===== src/hdl/psqe_pkg.sv =====
// ---------------------------------------------------------------------------
// psqe_pkg
// Shared types and constants of the P-square quantile estimator.
// ---------------------------------------------------------------------------
package psqe_pkg;

    localparam int SAMPLE_W = 32;
    localparam int POS_W    = 32;
    localparam int MARKERS  = 5;
    localparam int CFG_W    = 16;

    localparam logic OP_SAMPLE = 1'b0;
    localparam logic OP_CLEAR  = 1'b1;

    typedef struct packed {
        logic                       op;
        logic signed [SAMPLE_W-1:0] sample;
    } psqe_in_t;

    typedef struct packed {
        logic signed [SAMPLE_W-1:0] estimate;
        logic                       ready_res;
        logic                       count_full;
    } psqe_out_t;

    typedef struct packed {
        logic busy;
        logic done;
    } psqe_div_stat_t;

endpackage


===== src/hdl/psqe_div.sv =====
// ---------------------------------------------------------------------------
// psqe_div
// Restoring serial divider, one quotient bit per cycle.
// ---------------------------------------------------------------------------
module psqe_div #(
    parameter int N = 32,
    parameter int D = 32
) (
    input  logic                    clk,
    input  logic                    rst_n,
    input  logic                    start,
    input  logic [N-1:0]            dividend,
    input  logic [D-1:0]            divisor,
    output logic [N-1:0]            quotient,
    output psqe_pkg::psqe_div_stat_t stat
);
    import psqe_pkg::*;

    localparam int CNT_W = $clog2(N + 1);

    logic [CNT_W-1:0] cnt_reg, cnt_next;
    logic [D-1:0]     rem_reg, rem_next;
    logic [N-1:0]     quo_reg, quo_next;
    logic [D-1:0]     dsr_reg, dsr_next;
    logic [D:0]       trial;
    logic             take;

    always_comb
    begin
        cnt_next = cnt_reg;
        rem_next = rem_reg;
        quo_next = quo_reg;
        dsr_next = dsr_reg;
        trial    = {rem_reg, quo_reg[N-1]};
        take     = (trial >= {1'b0, dsr_reg});
        if (start)
        begin
            cnt_next = CNT_W'(N);
            rem_next = '0;
            quo_next = dividend;
            dsr_next = divisor;
        end
        else if (cnt_reg != '0)
        begin
            // shift in the next dividend bit, subtract when it fits
            rem_next = take ? D'(trial - {1'b0, dsr_reg}) : trial[D-1:0];
            quo_next = {quo_reg[N-2:0], take};
            cnt_next = cnt_reg - CNT_W'(1);
        end
    end

    always_ff @(posedge clk or negedge rst_n)
    begin
        if (!rst_n)
            cnt_reg <= '0;
        else
            cnt_reg <= cnt_next;
    end

    always_ff @(posedge clk)
    begin
        rem_reg <= rem_next;
        quo_reg <= quo_next;
        dsr_reg <= dsr_next;
    end

    assign quotient  = quo_reg;
    assign stat.busy = (cnt_reg != '0);
    assign stat.done = (cnt_reg == CNT_W'(1));

endmodule


===== src/hdl/p_square_quantile_estimator_top.sv =====
// ---------------------------------------------------------------------------
// p_square_quantile_estimator_top
// Running quantile estimate over five P-square markers, linear moves only.
// ---------------------------------------------------------------------------
//  channel  | signals                              | role
//  sample   | sample_valid, sample_stall, beat     | op and Q16.16 sample in
//  result   | result_valid, result_stall, beat     | estimate and flags out
//  cfg      | cfg_we, cfg_wdata                    | quantile fraction write
//
//  A clear and a warm-up sample go straight to the finish step; the fifth sample
//  first runs a 16-step sort. A later sample is placed, then each inner marker is
//  multiplied and decided, and a marker that moves runs the serial divider and an apply.
//  sample_stall is high from acceptance until the result is loaded.
//  A held result stalls the next item only at its finish step.
//  Reset clears markers, positions and count; the fraction returns to 32768.
// ---------------------------------------------------------------------------
module p_square_quantile_estimator_top #(
    parameter int COUNT_WIDTH            = 32,
    parameter int QUANTILE_FRACTION_BITS = 16
) (
    input  logic                        clk,
    input  logic                        rst_n,
    input  logic                        sample_valid,
    output logic                        sample_stall,
    input  psqe_pkg::psqe_in_t          sample_beat,
    output logic                        result_valid,
    input  logic                        result_stall,
    output psqe_pkg::psqe_out_t         result_beat,
    input  logic                        cfg_we,
    input  logic [psqe_pkg::CFG_W-1:0]  cfg_wdata
);
    import psqe_pkg::*;

    localparam int CW   = COUNT_WIDTH;
    localparam int QB   = QUANTILE_FRACTION_BITS;
    localparam int IW   = QB + 2;
    localparam int PW   = CW + IW;
    localparam int HW   = POS_W + QB + 3;
    localparam int CMPW = ((PW > HW) ? PW : HW) + 1;
    localparam int SW   = SAMPLE_W;

    localparam logic [3:0] S_IDLE   = 4'd0;
    localparam logic [3:0] S_SORT   = 4'd1;
    localparam logic [3:0] S_PLACE  = 4'd2;
    localparam logic [3:0] S_MUL    = 4'd3;
    localparam logic [3:0] S_DECIDE = 4'd4;
    localparam logic [3:0] S_DIV    = 4'd5;
    localparam logic [3:0] S_APPLY  = 4'd6;
    localparam logic [3:0] S_FINISH = 4'd7;

    localparam logic [QB+CFG_W-1:0] QF_RESET_W = (QB + CFG_W)'(32768);

    logic [3:0]           state_reg, state_next;
    logic [QB-1:0]        qf_reg;
    logic signed [SW-1:0] h_reg [MARKERS];
    logic signed [SW-1:0] h_next [MARKERS];
    logic [POS_W-1:0]     p_reg [MARKERS];
    logic [POS_W-1:0]     p_next [MARKERS];
    logic [CW-1:0]        count_reg, count_next;
    logic signed [SW-1:0] x_reg, x_next;
    logic [3:0]           step_reg, step_next;
    logic [1:0]           mi_reg, mi_next;
    logic [CMPW-1:0]      want_reg, want_next;
    logic                 up_reg, up_next;
    logic                 ge_reg, ge_next;
    logic                 out_valid_reg, out_valid_next;
    psqe_out_t            out_reg, out_next;

    logic                 div_start;
    logic [SW-1:0]        div_dividend;
    logic [POS_W-1:0]     div_divisor;
    logic [SW-1:0]        div_quotient;
    psqe_div_stat_t       div_stat;

    logic [CW-1:0]        cnt_new;
    logic [2:0]           kk;
    logic                 found;
    logic [QB-1:0]        qf_eff;
    logic [IW-1:0]        inc_sel;
    logic [PW-1:0]        prod;
    logic [POS_W-1:0]     lo, pos, hi;
    logic signed [SW-1:0] ha, hl, hh, hb;
    logic [CMPW-1:0]      here, two_scale;
    logic                 go_down, go_up;
    logic signed [SW:0]   dpos, dneg;
    logic [CW-1:0]        cnt_m1;

    psqe_div #(
        .N (SW),
        .D (POS_W)
    ) u_div (
        .clk      (clk),
        .rst_n    (rst_n),
        .start    (div_start),
        .dividend (div_dividend),
        .divisor  (div_divisor),
        .quotient (div_quotient),
        .stat     (div_stat)
    );

    // marker-indexed selections
    always_comb
    begin
        qf_eff = (qf_reg == '0) ? (QB'(1) << (QB - 1)) : qf_reg;
        unique case (mi_reg)
            2'd1:
            begin
                inc_sel = IW'(qf_eff);
                lo = p_reg[0]; pos = p_reg[1]; hi = p_reg[2];
                hl = h_reg[0]; ha = h_reg[1]; hh = h_reg[2];
            end
            2'd2:
            begin
                inc_sel = IW'(qf_eff) << 1;
                lo = p_reg[1]; pos = p_reg[2]; hi = p_reg[3];
                hl = h_reg[1]; ha = h_reg[2]; hh = h_reg[3];
            end
            2'd3:
            begin
                inc_sel = (IW'(1) << QB) + IW'(qf_eff);
                lo = p_reg[2]; pos = p_reg[3]; hi = p_reg[4];
                hl = h_reg[2]; ha = h_reg[3]; hh = h_reg[4];
            end
            default:
            begin
                inc_sel = '0;
                lo = '0; pos = '0; hi = '0;
                hl = '0; ha = '0; hh = '0;
            end
        endcase
        cnt_m1    = count_reg - CW'(1);
        prod      = PW'(cnt_m1) * PW'(inc_sel);
        here      = CMPW'(pos) << (QB + 1);
        two_scale = CMPW'(1) << (QB + 2);
        go_down   = ((want_reg + two_scale) <= here) &&
                    ({1'b0, pos} > ({1'b0, lo} + (POS_W + 1)'(1)));
        go_up     = (want_reg >= here) &&
                    ({1'b0, hi} > ({1'b0, pos} + (POS_W + 1)'(1)));
        hb        = go_down ? hl : hh;
        dpos      = {hb[SW-1], hb} - {ha[SW-1], ha};
        dneg      = {ha[SW-1], ha} - {hb[SW-1], hb};
    end

    always_comb
    begin
        state_next     = state_reg;
        h_next         = h_reg;
        p_next         = p_reg;
        count_next     = count_reg;
        x_next         = x_reg;
        step_next      = step_reg;
        mi_next        = mi_reg;
        want_next      = want_reg;
        up_next        = up_reg;
        ge_next        = ge_reg;
        out_next       = out_reg;
        out_valid_next = out_valid_reg && result_stall;
        div_start      = 1'b0;
        div_dividend   = (hb >= ha) ? dpos[SW-1:0] : dneg[SW-1:0];
        div_divisor    = go_down ? (pos - lo) : (hi - pos);
        cnt_new        = (count_reg == '1) ? count_reg : count_reg + CW'(1);
        kk             = 3'(MARKERS);
        found          = 1'b0;

        unique case (state_reg)
            S_IDLE:
            begin
                if (sample_valid)
                begin
                    x_next = sample_beat.sample;
                    if (sample_beat.op == OP_CLEAR)
                    begin
                        for (int i = 0; i < MARKERS; i++)
                        begin
                            h_next[i] = '0;
                            p_next[i] = '0;
                        end
                        count_next = '0;
                        state_next = S_FINISH;
                    end
                    else
                    begin
                        count_next = cnt_new;
                        if (cnt_new <= CW'(MARKERS))
                        begin
                            for (int i = 0; i < MARKERS; i++)
                                if (cnt_new[2:0] == 3'(i + 1))
                                    h_next[i] = sample_beat.sample;
                            step_next  = '0;
                            state_next = (cnt_new == CW'(MARKERS)) ? S_SORT : S_FINISH;
                        end
                        else
                            state_next = S_PLACE;
                    end
                end
            end
            S_SORT:
            begin
                // bubble sort: four passes of four compare-swap steps
                for (int m = 0; m < MARKERS - 1; m++)
                    if (step_reg[1:0] == 2'(m) && h_reg[m] > h_reg[m+1])
                    begin
                        h_next[m]   = h_reg[m+1];
                        h_next[m+1] = h_reg[m];
                    end
                step_next = step_reg + 4'd1;
                if (step_reg == 4'd15)
                begin
                    for (int i = 0; i < MARKERS; i++)
                        p_next[i] = POS_W'(i + 1);
                    state_next = S_FINISH;
                end
            end
            S_PLACE:
            begin
                for (int i = 0; i < MARKERS; i++)
                    if (!found && h_reg[i] > x_reg)
                    begin
                        kk    = 3'(i);
                        found = 1'b1;
                    end
                for (int i = 0; i < MARKERS; i++)
                    if (3'(i) >= kk && p_reg[i] != '1)
                        p_next[i] = p_reg[i] + POS_W'(1);
                if (kk == 3'd0)
                begin
                    h_next[0] = x_reg;
                    p_next[0] = POS_W'(1);
                end
                else if (kk == 3'(MARKERS))
                    h_next[MARKERS-1] = x_reg;
                mi_next    = 2'd1;
                state_next = S_MUL;
            end
            S_MUL:
            begin
                want_next  = CMPW'(prod);
                state_next = S_DECIDE;
            end
            S_DECIDE:
            begin
                if (go_down || go_up)
                begin
                    div_start  = 1'b1;
                    up_next    = !go_down;
                    ge_next    = (hb >= ha);
                    state_next = S_DIV;
                end
                else if (mi_reg == 2'd3)
                    state_next = S_FINISH;
                else
                begin
                    mi_next    = mi_reg + 2'd1;
                    state_next = S_MUL;
                end
            end
            S_DIV:
            begin
                if (div_stat.done)
                    state_next = S_APPLY;
            end
            S_APPLY:
            begin
                for (int i = 1; i < MARKERS - 1; i++)
                    if (mi_reg == 2'(i))
                    begin
                        h_next[i] = ge_reg ? SW'(ha + div_quotient) : SW'(ha - div_quotient);
                        p_next[i] = up_reg ? pos + POS_W'(1) : pos - POS_W'(1);
                    end
                if (mi_reg == 2'd3)
                    state_next = S_FINISH;
                else
                begin
                    mi_next    = mi_reg + 2'd1;
                    state_next = S_MUL;
                end
            end
            S_FINISH:
            begin
                // load only once the previous result has left
                if (!out_valid_reg || !result_stall)
                begin
                    out_next.estimate   = h_reg[2];
                    out_next.ready_res  = (count_reg >= CW'(MARKERS));
                    out_next.count_full = (count_reg == '1);
                    out_valid_next      = 1'b1;
                    state_next          = S_IDLE;
                end
            end
            default:
                state_next = S_IDLE;
        endcase
    end

    always_ff @(posedge clk or negedge rst_n)
    begin
        if (!rst_n)
        begin
            state_reg     <= S_IDLE;
            qf_reg        <= QF_RESET_W[QB-1:0];
            count_reg     <= '0;
            out_valid_reg <= 1'b0;
            for (int i = 0; i < MARKERS; i++)
            begin
                h_reg[i] <= '0;
                p_reg[i] <= '0;
            end
        end
        else
        begin
            state_reg     <= state_next;
            count_reg     <= count_next;
            out_valid_reg <= out_valid_next;
            h_reg         <= h_next;
            p_reg         <= p_next;
            if (cfg_we)
                qf_reg <= QB'({{QB{1'b0}}, cfg_wdata});
        end
    end

    always_ff @(posedge clk)
    begin
        x_reg    <= x_next;
        step_reg <= step_next;
        mi_reg   <= mi_next;
        want_reg <= want_next;
        up_reg   <= up_next;
        ge_reg   <= ge_next;
        out_reg  <= out_next;
    end

    assign sample_stall = (state_reg != S_IDLE);
    assign result_valid = out_valid_reg;
    assign result_beat  = out_reg;

endmodule


===== config.mk =====
export PLATFORM = sky130hd
export DESIGN_NAME = p_square_quantile_estimator_top
export DESIGN_NICKNAME = d
export VERILOG_FILES = /design/src/hdl/psqe_pkg.sv /design/src/hdl/psqe_div.sv /design/src/hdl/p_square_quantile_estimator_top.sv
export SDC_FILE = /design/constraint.sdc
export NUM_CORES = 2
export LEC_CHECK = 0
export BUFFER_PORTS_ARGS = -buffer_cell sky130_fd_sc_hd__buf_2
export CAP_MARGIN = 20
export CORE_MARGIN = 2
export CORE_UTILIZATION = 55
export DETAILED_ROUTE_END_ITERATION = 8
export PLACE_DENSITY = 0.71
export SYNTH_ARGS = -nofsm -noshare
export SYNTH_HDL_FRONTEND = slang
export SYNTH_HIERARCHICAL = 1
export SYNTH_SLANG_ARGS = --single-unit

===== constraint.sdc =====
create_clock -name clk -period 16.8 [get_ports clk]
set_clock_uncertainty 0.1 [all_clocks]
set_input_delay 1.68 -clock clk [delete_from_list [all_inputs] [get_ports clk]]
set_output_delay 1.68 -clock clk [all_outputs]
set_load 0.01 [all_outputs]

==> flow_summary_export.csv <==
group,metric,value,unit
timing,fin_tns_setup,0,ns
timing,rsz0062_at_grt,"false",
synthesis,syn-mean-instance-area,8.30,µm²
clocking,htree_levels,3,
floorplanning,rows,134,
layout,final_common_cell,"inv_1",
drt,avgRoutedWirePerCell,26.7,µm
drt,drtPass1Iterations,9,
clocking,insertion_delay,0.72,ns
timing,worstMarginPinSlew,1.23,ns
clocking,clk_path_buf_depth,3,
clocking,cts.clk_slew.worst_paths,0.07,ns
setup_path,crit_cells,42,
setup_path,rr_startpoint,"mi_reg[0]$_SDFFCE_PP1P_",
timing,slew_violations,0,
timing,post-route-period-util,66.9,%
clocking,clkSinkCount,598,
clocking,numCtsBuffers,81,
floorplanning,die_x,372,µm
clocking,cts_resized,0,
setup_path,critPathMaxStageDelay,0.54,ns
synthesis,synth_edf_count,188,
floorplanning,start_util,55.6,%
setup_path,critPathKind,"register to register",
timing,finalWorstSetupSlack,5.56,ns
clocking,holdBufCountCts,0,
place,gp_congestion,1.03,
timing,timing.fmax,0.0889,GHz
drt,postRouteAntennaNets,0,
grt,grtUsageTotal,40.9,%
grt,grt_max_degree,133,
setup_path,crit_path_start_kind,"register",
grt,antenna_found_initial,13,
layout,layout_common_cells,"inv_1, nand2_1, ha_1",
synthesis,synth-warning-count,6,
grt,grt-ovfl-total,0,
place,post-place-ws,5.84,ns
drt,drt_iter0_drc,9597,
setup_path,worstPathRequired,17.17,ns
place,place_hpwl,216000,µm
drt,vias,70775,
floorplanning,die_area,0.138,mm²
setup_path,crit_family,"compound AO/OA/AOI/OAI gates",
timing,finalSetupViolCount,0,
setup_path,r2r_cells,42,
synthesis,yosys-top-cells-area,"ha_1, dfrtp_1, fa_1",
clocking,cts-root-buf,"clkbuf_16",
layout,seq_area,0.0157,mm²
synthesis,synth_area,0.0744,mm²
synthesis,yosys.cell_types.count,110,
setup_path,cp.arrival,11.61,ns
synthesis,synth_top_cell_by_area,"ha_1",
place,dpl_cell_area,0.0766,mm²
setup_path,path_buf_inv,6,
setup_path,cp-endpoint,"u_div/quotient[30]$_DFFE_PP_",
grt,grt_pass1_wl,427000,µm
synthesis,seq_area_frac_synth,21.2,%
worst_hold_path,hold_path_class,"register to register",
layout,fillers,11997,
drt,routed_wl,285000,µm
setup_path,reg2reg_to,"u_div/quotient[30]$_DFFE_PP_",
synthesis,synth_top_flop_cell,"dfrtp_1",
setup_path,critical_path.slowest_cell,"o31ai_1",
run_status,status,"complete, but fails checks",
synthesis,postSynth.asyncResetShare,63.2,%
layout,final_area,0.0794,mm²
grt,first_global_vias,68067,
layout,drive_gt1_share,6.84,%
synthesis,synth_top_area_share,13.5,%
layout,multi_input_area,0.0534,mm²
clocking,post_cts_buffers,0,
floorplanning,io_pins,90,
synthesis,netlist_instances,8966,
timing,hold_viol,0,
clocking,cts_tree,"built",
run_status,violations,"DRC",
floorplanning,die_h,372,µm
setup_path,worstSetupEndpointType,"register",
place,io_buffers,89,
layout,finalNetCount,10166,
setup_path,crit_path_start,"mi_reg[0]$_SDFFCE_PP1P_",
setup_path,cp_max_fo,132,
drt,drc,13,
job,maxCapViolCount,0,
timing,slew_headroom,17.6,%
synthesis,ys_ff_latch,598,
layout,area_delta_synth_final,6.77,%
setup_path,rrSetupSlack,5.56,ns
synthesis,synth_nets,10279,
floorplanning,core-area,0.134,mm²
timing,fin_crit,11.24,ns
drt,routed_via_density,6.62,
==> per-layer routing <==
layer / GRT usage [%] / vias up / part of all wire (%)
met5: 0 / - / 0.014
met4: 18.9 / 6 / 5.7
met3: 10.2 / 919 / 12
met2: 61.0 / 4525 / 42
met1: 55.7 / 34157 / 40
li1: - / 31168 / -
==> through the flow <==
| stage | std cells | hold slack, ns | utilization [%] |
|---|---|---|---|
| after floorplan | 8966 | 0.343 | - |
| after global placement | 10532 | 0.353 | 57.3 |
| after detailed placement | 10535 | 0.355 | 57.3 |
| after CTS | 10685 | 0.371 | 59.3 |
| after global routing | 10689 | 0.412 | 59.4 |
| final | 10691 | 0.368 | 59.4 |
==> worst min path at each step <==
stage	startpoint	endpoint	slack, ns	cells after the start
floorplan	u_div/rem_reg[31]$_SDFFE_PP0P_	u_div/rem_reg[31]$_SDFFE_PP0P_	0.34	1
global placement	u_div/rem_reg[31]$_SDFFE_PP0P_	u_div/rem_reg[31]$_SDFFE_PP0P_	0.35	1
detailed placement	u_div/rem_reg[31]$_SDFFE_PP0P_	u_div/rem_reg[31]$_SDFFE_PP0P_	0.35	1
CTS	u_div/rem_reg[31]$_SDFFE_PP0P_	u_div/rem_reg[31]$_SDFFE_PP0P_	0.37	1
global route	p_reg[159]$_DFFE_PN0P_	p_reg[159]$_DFFE_PN0P_	0.41	1
finish	u_div/rem_reg[31]$_SDFFE_PP0P_	u_div/rem_reg[31]$_SDFFE_PP0P_	0.37	1
==> cells by family (layout without fill, tap and decap cells) <==
family	count (synthesis)	count (layout)	share of synthesized area (%)
AO/OA/AOI/OAI	2281	2281	19.9
XOR/XNOR	408	408	4.80
adder cells (fa/ha/maj)	1259	1259	25.8
buffers and inverters	1416	1370	7.38
flip-flops	598	598	21.2
multiplexers	298	298	4.16
other	0	3	0
AND/OR/NAND/NOR	2706	2706	16.8
==> synthesized netlist by cell type, types with 62 or more instances <==
library cell  count
fa_1            458
a211oi_1         65
xnor2_1         243
nand4_1         145
dfrtp_1         377
clkbuf_1        339
o22ai_1          62
edfxtp_1        188
and3_1          107
nor2b_1          96
a21o_1          273
a221oi_1         65
nand3_1         143
ha_1            801
o21a_1           70
nor3_1          137
mux2_2           89
mux2i_1         208
o21ai_0         589
and2_1           62
nand2_1         936
nand2b_1         73
nor2_1          801
xor2_1          165
a21oi_1         558
a31oi_1          71
inv_1           970
a22oi_1          77
a222oi_1         62
==> area by class of cell <==
cell class                 instances  share of cell area (%)
inverter                         975                    4.61
clock buffer                     103                    2.80
sequential                       598                    19.8
antenna                            3                 0.00945
timing repair buffer             245                    2.10
tap                             1768                    2.78
clock inverter                    47                   0.698
multi-input combinational       6952                    67.2
==> worst register-to-register path, delay by kind of cell, from the launching register on <==
kind / cells / cell delay (ns)
compound gates: 16 / 3.72
xor+xnor: 2 / 0.31
fa+ha+maj: 3 / 0.81
buf+inv: 6 / 1.71
flops: 1 / 0.45
mux: 2 / 0.67
simple gates: 13 / 3.26
Power is left out: the tool's default activity adds up to more than one toggle a clock period on the data nets, which glitch-free logic cannot reach.
